[config.mk]
export PLATFORM = sky130hd
export DESIGN_NAME = amqp_type_header_decoder_core
export DESIGN_NICKNAME = d
export VERILOG_FILES = /design/src/rtl/ahd_pkg.sv /design/src/rtl/amqp_type_header_decoder_core.sv /design/src/rtl/ahd_in_stage.sv /design/src/rtl/ahd_decode.sv /design/src/rtl/ahd_out_stage.sv
export SDC_FILE = /design/constraint.sdc
export NUM_CORES = 1
export LEC_CHECK = 0
export CAP_MARGIN = 20
export CORE_MARGIN = 2
export CORE_UTILIZATION = 45
export CTS_CLUSTER_SIZE = 40
export DETAILED_ROUTE_END_ITERATION = 7
export DONT_BUFFER_PORTS = 1
export HOLD_SLACK_MARGIN = 0.06
export PLACE_DENSITY_LB_ADDON = 0.15
export SKIP_LAST_GASP = 1
export SLEW_MARGIN = 20
export SYNTH_ARGS = -nofsm -noshare
export SYNTH_HDL_FRONTEND = slang
export SYNTH_SLANG_ARGS = --single-unit
export TNS_END_PERCENT = 1
[constraint.sdc]
create_clock -name clk -period 6.3 [get_ports clk]
set_input_delay 0.315 -clock clk [delete_from_list [all_inputs] [get_ports clk]]
set_output_delay 0.315 -clock clk [all_outputs]
set_load 0.1 [all_outputs]
[src/rtl/ahd_pkg.sv]
// Types, codes and format-code helpers for the value header decoder.
// No dependencies; every module of the block imports this package.
`default_nettype none

package ahd_pkg;

  typedef struct packed {
    logic       kind;
    logic [7:0] data_byte;
  } ahd_in_t;

  typedef struct packed {
    logic [7:0]  format_code;
    logic [31:0] body_length;
    logic [31:0] element_count;
    logic [2:0]  count_bytes;
    logic [2:0]  error_code;
  } ahd_out_t;

  localparam logic [2:0] ERR_OK        = 3'd0;
  localparam logic [2:0] ERR_NO_TAG    = 3'd1;
  localparam logic [2:0] ERR_BAD_TAG   = 3'd2;
  localparam logic [2:0] ERR_SHORT_LEN = 3'd3;
  localparam logic [2:0] ERR_SHORT_CNT = 3'd4;
  localparam logic [2:0] ERR_ODD_MAP   = 3'd5;
  localparam logic [2:0] ERR_CNT_WIDE  = 3'd6;

  // Upper nibbles of the format code.
  localparam logic [3:0] NIB_4 = 4'h4;
  localparam logic [3:0] NIB_5 = 4'h5;
  localparam logic [3:0] NIB_6 = 4'h6;
  localparam logic [3:0] NIB_7 = 4'h7;
  localparam logic [3:0] NIB_8 = 4'h8;
  localparam logic [3:0] NIB_9 = 4'h9;
  localparam logic [3:0] NIB_A = 4'hA;
  localparam logic [3:0] NIB_B = 4'hB;
  localparam logic [3:0] NIB_C = 4'hC;
  localparam logic [3:0] NIB_D = 4'hD;
  localparam logic [3:0] NIB_E = 4'hE;
  localparam logic [3:0] NIB_F = 4'hF;

  localparam logic [7:0] TAG_MAP8  = 8'hC1;
  localparam logic [7:0] TAG_MAP32 = 8'hD1;

  // Width of the size field in bytes.
  function automatic logic [2:0] size_width(input logic [7:0] tag);
    case (tag[7:4])
      NIB_B, NIB_D, NIB_F: size_width = 3'd4;
      NIB_A, NIB_C, NIB_E: size_width = 3'd1;
      default:             size_width = 3'd0;
    endcase
  endfunction

  // Width of the element count field in bytes.
  function automatic logic [2:0] count_width(input logic [7:0] tag);
    case (tag[7:4])
      NIB_D, NIB_F: count_width = 3'd4;
      NIB_C, NIB_E: count_width = 3'd1;
      default:      count_width = 3'd0;
    endcase
  endfunction

  // Body length of a fixed-width code.
  function automatic logic [4:0] fixed_length(input logic [7:0] tag);
    case (tag[7:4])
      NIB_5:   fixed_length = 5'd1;
      NIB_6:   fixed_length = 5'd2;
      NIB_7:   fixed_length = 5'd4;
      NIB_8:   fixed_length = 5'd8;
      NIB_9:   fixed_length = 5'd16;
      default: fixed_length = 5'd0;
    endcase
  endfunction

endpackage

`default_nettype wire

[src/rtl/amqp_type_header_decoder_core.sv]
// Top level of the AMQP 1.0 value header decoder.
// Instantiates ahd_in_stage, ahd_decode and ahd_out_stage; uses ahd_pkg.
//
// The input channel (in_valid, in_stall, in_data) takes one request per
// cycle while in_stall is low: a stream byte, or an end-of-data mark when
// in_data.kind is set. For each top-level value the block reports the format
// code, body length, element count and count width, or an error code, on
// the result channel (out_valid, out_stall, out_data). The request that
// completes the header is held in the input register, then parsed, and its
// result is loaded into the result register, where out_valid rises. The
// block takes one byte per cycle while the receiver does not stall. Bytes
// that complete no header give no result.
// When the receiver stalls, the held result stays on out_data, the input
// register keeps one request and in_stall rises once it is full. After reset
// both registers are empty and the decoder waits for a format code.
`default_nettype none

module amqp_type_header_decoder_core (
  input  wire               clk,
  input  wire               rst_n,
  input  wire               in_valid,
  output logic              in_stall,
  input  ahd_pkg::ahd_in_t   in_data,
  output logic              out_valid,
  input  wire               out_stall,
  output ahd_pkg::ahd_out_t  out_data
);
  import ahd_pkg::*;

  logic     adv;
  logic     step;
  ahd_in_t  item;
  logic     res_valid;
  ahd_out_t res;

  ahd_in_stage u_in (
    .clk      (clk),
    .rst_n    (rst_n),
    .in_valid (in_valid),
    .in_stall (in_stall),
    .in_data  (in_data),
    .adv      (adv),
    .step     (step),
    .item     (item)
  );

  ahd_decode u_dec (
    .clk       (clk),
    .rst_n     (rst_n),
    .step      (step),
    .item      (item),
    .res_valid (res_valid),
    .res       (res)
  );

  ahd_out_stage u_out (
    .clk       (clk),
    .rst_n     (rst_n),
    .step      (step),
    .res_valid (res_valid),
    .res       (res),
    .adv       (adv),
    .out_valid (out_valid),
    .out_stall (out_stall),
    .out_data  (out_data)
  );

endmodule

`default_nettype wire

[src/rtl/ahd_in_stage.sv]
// Input register of the value header decoder: holds one accepted request.
// Depends on ahd_pkg for the request type.
`default_nettype none

module ahd_in_stage (
  input  wire             clk,
  input  wire             rst_n,
  input  wire             in_valid,
  output logic            in_stall,
  input  ahd_pkg::ahd_in_t in_data,
  input  wire             adv,
  output logic            step,
  output ahd_pkg::ahd_in_t item
);
  import ahd_pkg::*;

  logic    valid_r, valid_nxt;
  ahd_in_t data_r;
  logic    load;

  assign in_stall = valid_r && !adv;
  assign load     = in_valid && !in_stall;
  assign step     = valid_r && adv;
  assign item     = data_r;

  always_comb begin
    valid_nxt = valid_r;
    if (load) begin
      valid_nxt = 1'b1;
    end else if (adv) begin
      valid_nxt = 1'b0;
    end
  end

  always_ff @(posedge clk) begin
    if (!rst_n) begin
      valid_r <= 1'b0;
    end else begin
      valid_r <= valid_nxt;
    end
  end

  always_ff @(posedge clk) begin
    if (load) begin
      data_r <= in_data;
    end
  end

endmodule

`default_nettype wire

[src/rtl/ahd_decode.sv]
// Header parse state and the single-pass next-state and result logic.
// Depends on ahd_pkg for types, error codes and format-code helpers.
`default_nettype none

module ahd_decode (
  input  wire              clk,
  input  wire              rst_n,
  input  wire              step,
  input  ahd_pkg::ahd_in_t  item,
  output logic             res_valid,
  output ahd_pkg::ahd_out_t res
);
  import ahd_pkg::*;

  typedef enum logic [2:0] {
    PH_TAG,
    PH_LEN,
    PH_CNT,
    PH_SKIP,
    PH_DISC
  } phase_t;

  phase_t      phase_r, phase_nxt;
  logic [7:0]  tag_r, tag_nxt;
  logic [31:0] len_r, len_nxt;
  logic [31:0] cnt_r, cnt_nxt;
  logic [1:0]  idx_r, idx_nxt;
  logic [31:0] skip_r, skip_nxt;

  logic [7:0]  b;
  logic        is_end;
  logic [1:0]  idx_inc;
  logic [31:0] len_shift;
  logic [31:0] cnt_shift;
  logic [2:0]  sw;
  logic [2:0]  cw;
  logic [4:0]  fl;
  logic [31:0] rem;

  assign b         = item.data_byte;
  assign is_end    = item.kind;
  assign idx_inc   = idx_r + 2'd1;
  assign len_shift = {len_r[23:0], b};
  assign cnt_shift = {cnt_r[23:0], b};
  assign sw        = size_width(tag_r);
  assign cw        = count_width(tag_r);
  assign fl        = fixed_length(b);
  assign rem       = len_r - {29'd0, cw};

  always_comb begin
    phase_nxt = phase_r;
    tag_nxt   = tag_r;
    len_nxt   = len_r;
    cnt_nxt   = cnt_r;
    idx_nxt   = idx_r;
    skip_nxt  = skip_r;
    res_valid = 1'b0;
    res       = '0;
    if (step) begin
      case (phase_r)
        PH_TAG: begin
          if (is_end) begin
            res_valid      = 1'b1;
            res.error_code = ERR_NO_TAG;
          end else begin
            tag_nxt = b;
            len_nxt = '0;
            cnt_nxt = '0;
            idx_nxt = '0;
            if (b[7:4] < NIB_4) begin
              res_valid       = 1'b1;
              res.format_code = b;
              res.error_code  = ERR_BAD_TAG;
              phase_nxt       = PH_DISC;
            end else if (b[7:4] <= NIB_9) begin
              // Fixed-width code: the result goes out on the tag byte.
              len_nxt         = {27'd0, fl};
              skip_nxt        = {27'd0, fl};
              res_valid       = 1'b1;
              res.format_code = b;
              res.body_length = {27'd0, fl};
              res.error_code  = ERR_OK;
              phase_nxt       = (fl == 5'd0) ? PH_TAG : PH_SKIP;
            end else begin
              phase_nxt = PH_LEN;
            end
          end
        end
        PH_LEN: begin
          if (is_end) begin
            res_valid       = 1'b1;
            res.format_code = tag_r;
            res.error_code  = ERR_SHORT_LEN;
            phase_nxt       = PH_TAG;
          end else begin
            len_nxt = len_shift;
            idx_nxt = idx_inc;
            // A four-byte field wraps the index back to zero on its last byte.
            if (idx_inc == sw[1:0]) begin
              idx_nxt = '0;
              if (cw == 3'd0) begin
                res_valid       = 1'b1;
                res.format_code = tag_r;
                res.body_length = len_shift;
                res.error_code  = ERR_OK;
                skip_nxt        = len_shift;
                phase_nxt       = (len_shift == '0) ? PH_TAG : PH_SKIP;
              end else begin
                phase_nxt = PH_CNT;
              end
            end
          end
        end
        PH_CNT: begin
          if (is_end) begin
            res_valid       = 1'b1;
            res.format_code = tag_r;
            res.body_length = len_r;
            res.error_code  = ERR_SHORT_CNT;
            phase_nxt       = PH_TAG;
          end else begin
            cnt_nxt = cnt_shift;
            idx_nxt = idx_inc;
            if (idx_inc == cw[1:0]) begin
              idx_nxt           = '0;
              res_valid         = 1'b1;
              res.format_code   = tag_r;
              res.body_length   = len_r;
              res.element_count = cnt_shift;
              res.count_bytes   = cw;
              if ((tag_r == TAG_MAP8 || tag_r == TAG_MAP32) && cnt_shift[0]) begin
                res.error_code = ERR_ODD_MAP;
                phase_nxt      = PH_DISC;
              end else if ({29'd0, cw} > len_r) begin
                res.error_code = ERR_CNT_WIDE;
                phase_nxt      = PH_DISC;
              end else begin
                res.error_code = ERR_OK;
                skip_nxt       = rem;
                phase_nxt      = (rem == '0) ? PH_TAG : PH_SKIP;
              end
            end
          end
        end
        PH_SKIP: begin
          if (is_end || skip_r <= 32'd1) begin
            skip_nxt  = '0;
            phase_nxt = PH_TAG;
          end else begin
            skip_nxt = skip_r - 32'd1;
          end
        end
        PH_DISC: begin
          if (is_end) begin
            phase_nxt = PH_TAG;
          end
        end
        default: begin
          phase_nxt = PH_TAG;
        end
      endcase
    end
  end

  always_ff @(posedge clk) begin
    if (!rst_n) begin
      phase_r <= PH_TAG;
      tag_r   <= '0;
      len_r   <= '0;
      cnt_r   <= '0;
      idx_r   <= '0;
      skip_r  <= '0;
    end else begin
      phase_r <= phase_nxt;
      tag_r   <= tag_nxt;
      len_r   <= len_nxt;
      cnt_r   <= cnt_nxt;
      idx_r   <= idx_nxt;
      skip_r  <= skip_nxt;
    end
  end

endmodule

`default_nettype wire

[src/rtl/ahd_out_stage.sv]
// Result register of the value header decoder with its valid/stall handshake.
// Depends on ahd_pkg for the result type.
`default_nettype none

module ahd_out_stage (
  input  wire               clk,
  input  wire               rst_n,
  input  wire               step,
  input  wire               res_valid,
  input  ahd_pkg::ahd_out_t  res,
  output logic              adv,
  output logic              out_valid,
  input  wire               out_stall,
  output ahd_pkg::ahd_out_t  out_data
);
  import ahd_pkg::*;

  logic     valid_r, valid_nxt;
  ahd_out_t data_r;
  logic     load;

  // The decoder may step whenever the register is empty or being emptied.
  assign adv       = !valid_r || !out_stall;
  assign load      = step && res_valid;
  assign out_valid = valid_r;
  assign out_data  = data_r;

  always_comb begin
    valid_nxt = valid_r;
    if (load) begin
      valid_nxt = 1'b1;
    end else if (valid_r && !out_stall) begin
      valid_nxt = 1'b0;
    end
  end

  always_ff @(posedge clk) begin
    if (!rst_n) begin
      valid_r <= 1'b0;
    end else begin
      valid_r <= valid_nxt;
    end
  end

  always_ff @(posedge clk) begin
    if (load) begin
      data_r <= res;
    end
  end

endmodule

`default_nettype wire

# Word-level counts from Yosys, hierarchy flattened
# Cells that the tools add are included.
# totals
regBits	190
elab_cells	171
in_bits	13
# classes
n_bitwise	4
n_eq_ne	33
addsub	3
magnitude_cmp	4
reduce_logical	35
mux	77
# op_table
cell	n
two-way mux 32 bit	16
two-way mux 40 bit	5
case mux 32 bit (4 select lines)	1
case mux 40 bit (3 select lines)	1
two-way mux 78 bit	1
zero test 32 bit	2
case mux 32 bit (2 select lines)	1
two-way mux 24 bit	2
two-way mux 3 bit	16
case mux 24 bit (2 select lines)	1
== test 4 bit, second input constant	8
> comparator 3 x 32 -> 1 bit	1
<= comparator 32 x 1 -> 1 bit, second input constant	1
subtractor 32 x 1 -> 32 bit, second input constant	1
subtractor 32 x 3 -> 32 bit	1
case mux 5 bit (5 select lines)	1
two-way mux 2 bit	10
== test 8 bit, second input constant	2
two-way mux 8 bit	2
case mux 3 bit (5 select lines)	1
!= test 2 bit, second input constant	7
two-way mux 1 bit	13
== test 4 x 3 -> 1 bit, second input constant	3
AND reduction 12 bit	1
other kinds (32)	58

# Longest topological paths before layout
# Gate-level depths: netlist of run 1.
# depth
word_depth	11
mapped_depth	12
ltp_nobuf	11

# Cells and area by module
# Synthesis of run 1 repeated with hierarchy kept, for this count alone.
# unflattened
cells_unflattened	1033
area_unflattened_um2	9628.0
# modules_own_cells
module	cells_each	area_per_inst_um2	seq_area_each_um2	n_inst
ahd_decode	936	6916.6	2021.9	1
ahd_out_stage	83	2387.3	2362.3	1
ahd_in_stage	14	324.1	290.3	1

# Least setup slack after synthesis of run 1
# OpenSTA, ideal clock, no wires.
# synth_timing
path_kind	flip-flop to flip-flop
start	register u_out.valid_r (netlist: u_out.out_valid)
end	register u_out.data_r (netlist bit u_out.out_data[0]) (enable)
stages_incl_launch_ff	7
path_buffers	1
arrival_ps	5029
setup_slack_ps	732
path_cell_list	dfxtp_1 nand2_1 nand2_1 nor2_1 nand2_1 clkbuf_1 a21oi_1
# synth_between
elab_chain_cells	5
# synth_rtl
element	line	source
from (decl)	ahd_out_stage.sv:18	logic valid_r, valid_nxt;
from (signal assigned)	ahd_out_stage.sv:41	valid_r <= valid_nxt;
zero test 1 bit *	ahd_out_stage.sv:23	assign adv = !valid_r || !out_stall;
logical OR 1 bit *	ahd_out_stage.sv:23	
logical AND 1 bit *	ahd_in_stage.sv:23	assign step = valid_r && adv;
two-way mux 1 bit	ahd_decode.sv:59	if (step) begin
logical AND 1 bit *	ahd_out_stage.sv:24	assign load = step && res_valid;
named net u_out.load	ahd_out_stage.sv:20	logic load;
to (signal assigned)	ahd_out_stage.sv:47	data_r <= res;
to (decl)	ahd_out_stage.sv:19	ahd_out_t data_r;
# The timed path passes the listed nets; every way through them passes the cells marked *.
# A chain may end at the register's enable or synchronous reset.

# Final worst setup path of run 1
# layout_timing
start	register u_dec.tag_r[7]
end	register u_dec.skip_r[29]
# layout_between
elab_chain_cells	9
elab_cells_between_ends	32
cone_classes	1 x add/sub; 1 x order compare; 15 x eq/ne; 7 x mux; 8 x reduce/logical
# layout_rtl
element	line	source
from (decl)	ahd_decode.sv:24	logic [7:0] tag_r, tag_nxt;
from (signal assigned)	ahd_decode.sv:175	tag_r <= tag_nxt;
== test 4 bit	ahd_pkg.sv:47, ahd_pkg.sv:56	
OR reduction 2 bit	ahd_pkg.sv:56	case (tag[7:4])
case mux 3 bit (2 select lines)	ahd_pkg.sv:56	
subtractor 32 x 3 -> 32 bit	ahd_decode.sv:48	assign rem = len_r - {29'd0, cw};
two-way mux 32 bit	ahd_decode.sv:134	end else if ({29'd0, cw} > len_r) begin
two-way mux 32 bit	ahd_decode.sv:131	if ((tag_r == TAG_MAP8 || tag_r == TAG_MAP32) && cnt_shift[0]) begin
two-way mux 32 bit	ahd_decode.sv:124	if (idx_inc == cw[1:0]) begin
two-way mux 32 bit	ahd_decode.sv:115	if (is_end) begin
case mux 32 bit (4 select lines)	ahd_decode.sv:60	case (phase_r)
to (signal assigned)	ahd_decode.sv:179	skip_r <= skip_nxt;
to (decl)	ahd_decode.sv:28	logic [31:0] skip_r, skip_nxt;
# Parallel ways exist; a longest one is shown, timed or not. The select of a mux whose other input is x is not followed.

==> results of run 1 <==
-- placed cells by master (no fill, tap or decap), types with 21 or more instances in the layout --
cell,count
nand3_1,38
nor2b_1,36
nor2_1,98
a22oi_1,67
edfxtp_1,86
dfxtp_1,103
o21ai_0,87
a21boi_0,46
nor4_1,26
nand2_1,98
and2_1,38
a21oi_1,34
nor3_1,47
or3_1,21
-- routing by layer --
| metal | GRT usage (%) | up-vias | routed length, µm |
|---|---|---|---|
| li1 | - | 3942 | - |
| met1 | 32.4 | 3991 | 12100 |
| met2 | 37.4 | 310 | 12900 |
| met3 | 4.42 | 37 | 1740 |
| met4 | 6.99 | 0 | 489 |
| met5 | 0 | - | 0 |
-- cell families (layout without fill, tap and decap cells) --
group / count (synthesis) / count (layout) / synth area share, %
other: 1 / 1 / 0.0381
flip-flops: 189 / 189 / 47.2
multiplexers: 2 / 2 / 0.216
AND/OR/NAND/NOR: 459 / 459 / 23.6
adder cells (fa/ha/maj): 6 / 6 / 0.763
AO/OA/AOI/OAI: 310 / 310 / 21.0
buffers and inverters: 117 / 70 / 4.65
XOR/XNOR: 28 / 28 / 2.49
-- cell type report --
| class | instances | area share, % |
|---|---|---|
| inverter | 15 | 0.528 |
| timing repair buffer | 23 | 2.07 |
| multi-input combinational | 806 | 44.8 |
| clock inverter | 15 | 1.73 |
| tap | 280 | 3.29 |
| clock buffer | 17 | 3.99 |
| sequential | 189 | 43.6 |
-- power by group through the flow --
stage | Clock [mW] | Sequential [mW] | Combinational (mW)
final | 1.10 | 1.51 | 0.204
after CTS | 1.12 | 1.51 | 0.202
after floorplan | 0 | 1.52 | 0.156
after detailed placement | 0 | 1.54 | 0.184
after global routing | 1.17 | 1.51 | 0.224
after global placement | 0 | 1.54 | 0.184
-- repair_timing --
action                    in CTS  in global routing
setup buffers                  0                  0
hold buffers                  12                  0
hold endpoints to repair     112                  0
-- critical path: cells and delay by family, from the launching register on --
kind / cells / cell delay, ns
adder cells (fa/ha/maj): 1 / 0.40
AND/OR/NAND/NOR: 7 / 2.26
AO/OA/AOI/OAI: 3 / 1.28
flip-flops: 1 / 0.42
-- state kept, by name (all words and copies together) (netlist names), 2 cells and up --
name            flops
u_out.out_data     77
u_dec.len_r        32
u_dec.skip_r       32
u_dec.cnt_r        24
u_in.item           9
u_dec.tag_r         8
u_dec.phase_r       3
u_dec.idx_r         2
-- path summary, 6_finish.rpt --
kind,endpoint,startpoint,depth (start not counted)
worst min-delay path,u_dec.skip_r[30],rst_n,2
worst max-delay path,u_dec.skip_r[29],u_dec.tag_r[7],11
worst min register to register,u_dec.skip_r[25],u_dec.skip_r[25],2
worst max register to register,u_dec.skip_r[29],u_dec.tag_r[7],11
-- stage by stage --
step	instance area (µm²)	total power [mW]	std cells	hold WS [ns]	util, %
2_1_floorplan	9840	1.67	1112	0.414	-
3_3_place_gp	9910	1.72	1301	0.414	45.9
3_5_place_dp	9910	1.72	1301	0.414	45.9
4_1_cts	10700	2.83	1345	0.0718	49.3
5_1_grt	10700	2.91	1345	0.111	49.3
6_report	10700	2.81	1345	0.0826	49.3
==> metrics.md, run 1 <==
| Metric | Value |
|---|---|
| Status | `finished, final reports clean` |
| Register area | `4640 µm²` |
| Clock slew at reported path FFs | `0.08 ns` |
| Startpoint type of the worst setup path | `register` |
| Largest net degree at the start of global routing | `104` |
| Vias per cell | `6.16` |
| Fmax | `223 MHz` |
| Initial Util | `45.5%` |
| Most numerous cell in the Yosys netlist | `dfxtp_1` |
| # DRC | `0` |
| Slowest stage delay, CP | `0.80 ns` |
| Distinct cells, synth | `69` |
| Yosys warnings | `0` |
| Dominant synthesized flop cell | `dfxtp_1` |
| Critical path class | `reg2reg` |
| Final setup fails | `0` |
| Top cell type's share of synthesized area | `26.2%` |
| RSZ-0062 raised after global routing | `no` |
| Grt ovf | `0` |
| Vias in the first global route | `7710` |
| CP Capture Type | `register` |
| Clock root buffer | `clkbuf_16` |
| Post-Syn Instances | `1112` |
| P_leak | `3.49 nW` |
| Synth top area cells | `edfxtp_1 26%, dfxtp_1 21%, a22oi_1 5.1%` |
| Fin. Hold Viols | `0` |
| ANT nets after route | `0` |
| H-tree depth | `4` |
| CTS tree | `built` |
| Pint | `1.92 mW` |
| Slew HR | `32.0%` |
| CTS buffer count | `17` |
| Initial antenna violation count | `0` |
| Commonest cells post-synth | `103 x dfxtp_1, 99 x nor2_1, 98 x nand2_1` |
| Ratio of total power to cell area | `264 nW/µm²` |
| Tightest Hold Check Type | `in2reg` |
| Routed WL | `27200 µm` |
| Clock skew | `0.0168 ns` |
| GPL Wtd Cong | `0.905` |
| Seq cells post-synth | `189` |
| Mapped cell area | `9840 µm²` |
| Worst Path Arrival | `4.80 ns` |
| EDFF count, synth | `86` |
| Cell Rows | `54` |
| Avg WL per Cell | `20.2 µm` |
| Worst Max-Slew Pin Slew | `1.02 ns` |
| Die width | `152 µm` |
| Fin crit share | `71.1%` |
| Post-route setup slack | `1.82 ns` |
| Die Height | `152 µm` |
| Pre-CTS WS | `1.92 ns` |
| Via count | `8280` |
| Fill cells | `2058` |
| P_sw | `891 µW` |
| Crit path max fanout | `25` |
| First-pass GRT wire length | `43600 µm` |
| Flop pwr share | `53.6%` |
| Syn Nets | `1131` |
| Worst EP required | `6.62 ns` |
| IO Pins | `93` |
| GR Util All Layers | `23.4%` |
| Switching Fraction | `31.7%` |
| Async set-reset flop share out of synthesis | `0%` |
| Slew Limit Fails | `0` |
| Clock power frac | `39.1%` |
| Largest buffer count on any clock path | `2` |
| Die area | `23100 µm²` |
| Yosys top cell by area | `edfxtp_1` |
| Post-CTS Resized | `0` |
| Max-Cap Viols | `0` |
| Detailed-router iteration count before antenna repair | `5` |
| Crit-path most repeated cell | `nand2_1` |
| Worst vdd ir | `0.199 mV` |
| Iteration-0 DRC count of the detailed router | `873` |
| Setup TNS | `0 ns` |
| CP Cell Sequence | `and2_1 -> nand2_1 -> ha_1 -> nor2b_1 -> or4_1 -> or3_1 -> o31ai_4 -> a2111o_1 -> nor3_1 -> nand2_1 -> o21ai_0` |
| Clock Latency Late Sink | `0.44 ns` |
| Period minus WS final | `4.48 ns` |
| HPWL after detailed placement | `17400 µm` |
| R2R Setup Slk | `1.82 ns` |
| Number of port buffers | `0` |
| Antenna Cells | `0` |
| Clock Sinks | `189` |
| # nets final | `1071` |
| Layout cells sized above 1 | `5.82%` |
| P&R area growth vs syn | `8.34%` |
| Slowest CP cell | `a2111o_1` |
| Multi-input logic area | `4780 µm²` |
| Core Region | `21600 µm²` |
| Post-synthesis sequential area ratio | `47.2%` |
| Avg Cell Area, Syn | `8.85 µm²` |
| Comb pwr share | `7.2%` |
Power figures use the tool's default switching activity.
==> run 2: changes to the inputs <==
--- a/config.mk
+++ b/config.mk
@@ -5,6 +5,7 @@
 export SDC_FILE = /design/constraint.sdc
 export NUM_CORES = 1
 export LEC_CHECK = 0
+export ABC_AREA = 1
 export CAP_MARGIN = 20
 export CORE_MARGIN = 2
 export CORE_UTILIZATION = 45
==> constraint.sdc (replaced) <==
create_clock -name clk -period 4.4 [get_ports clk]
set_input_delay 0.22 -clock clk [delete_from_list [all_inputs] [get_ports clk]]
set_output_delay 0.22 -clock clk [all_outputs]
set_load 0.1 [all_outputs]
==> run 2 against run 1 <==
Against the previous run:
- sequential share of layout area shrank 1.3 points
- via count grew 9.7%
- clock skew is essentially flat
- clock-buffer cell count is the same
- register-to-register slack lost 0.67 ns
- sequential cell count is the same
- synthesized area grew 1.7%
- final cell count grew 24%
- critical path type unchanged
- largest power group unchanged
- highest routed layer unchanged
==> metrics.md, run 2 <==
| Metric | Value |
|---|---|
| Routed WL | `29800 µm` |
| Clock power frac | `38.8%` |
| Slowest CP cell | `o21ai_4` |
| Post-Syn Instances | `1394` |
| Cell Rows | `54` |
| Cell Area, Placed | `10200 µm²` |
| Yosys top cell by area | `edfxtp_1` |
| Setup TNS | `0 ns` |
| First-pass GRT wire length | `47100 µm` |
| Startpoint type of the worst setup path | `register` |
| ANT nets after route | `0` |
| Slew HR | `34.2%` |
| Pint | `2.86 mW` |
| Iteration-0 DRC count of the detailed router | `1073` |
| Layout cells sized above 1 | `5.61%` |
| RR Startpoint | `u_dec.tag_r[7]` |
| Most frequent cells in the layout | `403 x nand2_1, 200 x nor2_1, 142 x a21oi_1` |
| Critical path origin | `u_dec.tag_r[7]` |
| Dominant synthesized flop cell | `dfxtp_1` |
| Max reg flops | `77` |
| Die width | `153 µm` |
| Core Region | `21800 µm²` |
| Antenna Cells | `0` |
| P_sw | `1.49 mW` |
| Ratio of total power to cell area | `395 nW/µm²` |
| Clock slew at reported path FFs | `0.08 ns` |
| Final setup fails | `0` |
| Seq cells post-synth | `189` |
| Largest net degree at the start of global routing | `63` |
| Yosys warnings | `0` |
| Mapped cell area | `10000 µm²` |
| Clock Sinks | `189` |
| Crit path max fanout | `20` |
| Avg WL per Cell | `17.8 µm` |
| Fmax | `308 MHz` |
| H-tree depth | `4` |
| Initial antenna violation count | `0` |
| Vias per cell | `5.44` |
| Die Height | `153 µm` |
| Top cell type's share of synthesized area | `25.8%` |
| Flop pwr share | `49.1%` |
| Critical path class | `reg2reg` |
| Slew Limit Fails | `0` |
| CP Cell Sequence | `nand2_1 -> nor2_1 -> ha_1 -> ha_1 -> inv_1 -> nand2_1 -> nand2_1 -> nor2_4 -> nand2_2 -> nor3_2 -> nor2_1 -> o21ai_4 -> inv_2 -> o211ai_1 -> nand2_1 -> a21oi_1` |
| Number of port buffers | `0` |
| P&R area growth vs syn | `9.89%` |
| Initial Util | `45.8%` |
| Crit-path most repeated cell | `nand2_1` |
| Hold path cells | `3` |
| RSZ-0062 raised after global routing | `no` |
| Slowest stage delay, CP | `0.51 ns` |
| Worst vdd ir | `0.235 mV` |
| Post-synthesis sequential area ratio | `46.4%` |
| Largest buffer count on any clock path | `2` |
| Reg-to-reg endpoint | `u_dec.skip_r[1]` |
| Switching Fraction | `34.2%` |
| Grt ovf | `0` |
| Max-Cap Viols | `0` |
| Worst EP required | `4.77 ns` |
| P_leak | `4.33 nW` |
| Most numerous cell in the Yosys netlist | `nand2_1` |
| Detailed-router iteration count before antenna repair | `6` |
| Design Area, Final | `11000 µm²` |
| HPWL after detailed placement | `21600 µm` |
| R2R Setup Slk | `1.15 ns` |
| Clock skew | `0.0169 ns` |
| Syn Nets | `1413` |
| Synth top area cells | `edfxtp_1 26%, dfxtp_1 21%, nand2_1 15%` |
| Worst Max-Slew Pin Slew | `0.986 ns` |
| Async set-reset flop share out of synthesis | `0%` |
| EDFF count, synth | `86` |
| Commonest cells post-synth | `403 x nand2_1, 202 x nor2_1, 142 x a21oi_1` |
| CTS tree | `built` |
| Tightest Hold Check Type | `in2reg` |
| Distinct cells, synth | `43` |
| Via count | `9085` |
| # nets final | `1396` |
| Comb pwr share | `12.1%` |
| Clock root buffer | `clkbuf_16` |
| Commonest non-fill, non-tap cell in the layout | `nand2_1` |
| Clock Latency Late Sink | `0.45 ns` |
| Avg Cell Area, Syn | `7.18 µm²` |
| Worst Path Arrival | `3.62 ns` |
| GR Util All Layers | `25.3%` |
| R2R cell count | `16` |
| Vias in the first global route | `8253` |
| Min-delay src | `rst_n` |
| Die area | `23400 µm²` |
| Fin. Hold Viols | `0` |
| # DRC | `0` |
| IO Pins | `93` |
| Hold Path End | `u_dec.skip_r[0]` |
| CP Capture Type | `register` |
| Period minus WS final | `3.25 ns` |
| Status | `finished, final reports clean` |
| GPL Wtd Cong | `0.935` |
| Fin crit share | `73.9%` |
| CTS buffer count | `17` |
==> run 2: cell types whose count changed in the layout (fill, tap and decap cells not counted), moves of 22 or more <==
cell | before | now
a21boi_0 | 46 | 0
a21oi_1 | 34 | 142
a22oi_1 | 67 | 6
and2_1 | 38 | 0
inv_1 | 15 | 131
nand2_1 | 98 | 403
nand3_1 | 38 | 63
nor2_1 | 98 | 200
nor2b_1 | 36 | 0
nor3_1 | 47 | 18
nor4_1 | 26 | 4
==> run 2: final cells by class <==
class	instances	area [µm²]
fill	2205	10800
sequential	189	4640
multi-input combinational	1002	4580
inverter	145	546
clock buffer	17	425
tap	280	350
clock inverter	15	231
timing repair buffer	22	223
==> run 2: power groups by stage <==
| stage | registers, mW | logic [mW] | clock network [mW] |
|---|---|---|---|
| after detailed placement | 2.17 | 0.499 | 0 |
| final | 2.13 | 0.526 | 1.68 |
| after floorplan | 2.14 | 0.390 | 0 |
| after CTS | 2.13 | 0.518 | 1.71 |
| after global routing | 2.14 | 0.585 | 1.78 |
| after global placement | 2.17 | 0.502 | 0 |
==> run 2: repair_timing <==
action | 4_1_cts | 5_1_grt
setup buffers | 0 | 0
hold buffers | 14 | 0
endpoints found under the hold margin | 55 | 0
resized for setup | 0 | 0
==> run 2: worst max-delay path by stage <==
stage	end	slack [ns]	cells after the start
2_1_floorplan	u_out.out_data[0]	1.04	6
3_3_place_gp	u_dec.skip_r[0]	1.30	16
3_5_place_dp	u_dec.skip_r[1]	1.17	16
4_1_cts	u_dec.skip_r[1]	1.19	16
5_1_grt	u_dec.skip_r[0]	0.92	16
6_report	u_dec.skip_r[1]	1.15	16
==> run 2: critical path, delay by kind of cell, from the launching register on <==
| kind | cells | cell delay (ns) |
|---|---|---|
| adders and majority gates | 2 | 0.42 |
| and+or+nand+nor | 9 | 1.29 |
| AOI/OAI and AO/OA | 3 | 0.79 |
| DFF | 1 | 0.39 |
| buffers and inverters | 2 | 0.30 |
==> run 2: stage by stage <==
stage / hold WS [ns] / std cells / worst slack (ns) / total power [mW] / utilization, %
after floorplan: 0.319 / 1394 / 1.04 / 2.53 / -
after global placement: 0.319 / 1624 / 1.30 / 2.67 / 46.7
after detailed placement: 0.319 / 1624 / 1.17 / 2.67 / 46.7
after CTS: 0.0837 / 1670 / 1.19 / 4.36 / 50.4
after global routing: 0.113 / 1670 / 0.923 / 4.51 / 50.4
final: 0.102 / 1670 / 1.15 / 4.34 / 50.4
==> run 2: cell families after synthesis <==
family | share of synthesized area, %
xor+xnor | 2.10
buf+inv | 7.90
flops | 46.4
other cells | 0.0375
fa+ha+maj | 0.750
compound gates | 13.2
simple gates | 29.6
==> run 2: routing by layer <==
| layer | routed length [µm] | vias to the layer above | track usage, % |
|---|---|---|---|
| li1 | - | 4491 | - |
| met1 | 14400 | 4133 | 40.2 |
| met2 | 12400 | 428 | 35.6 |
| met3 | 2610 | 33 | 4.22 |
| met4 | 377 | 0 | 6.00 |
| met5 | 0 | - | 0 |
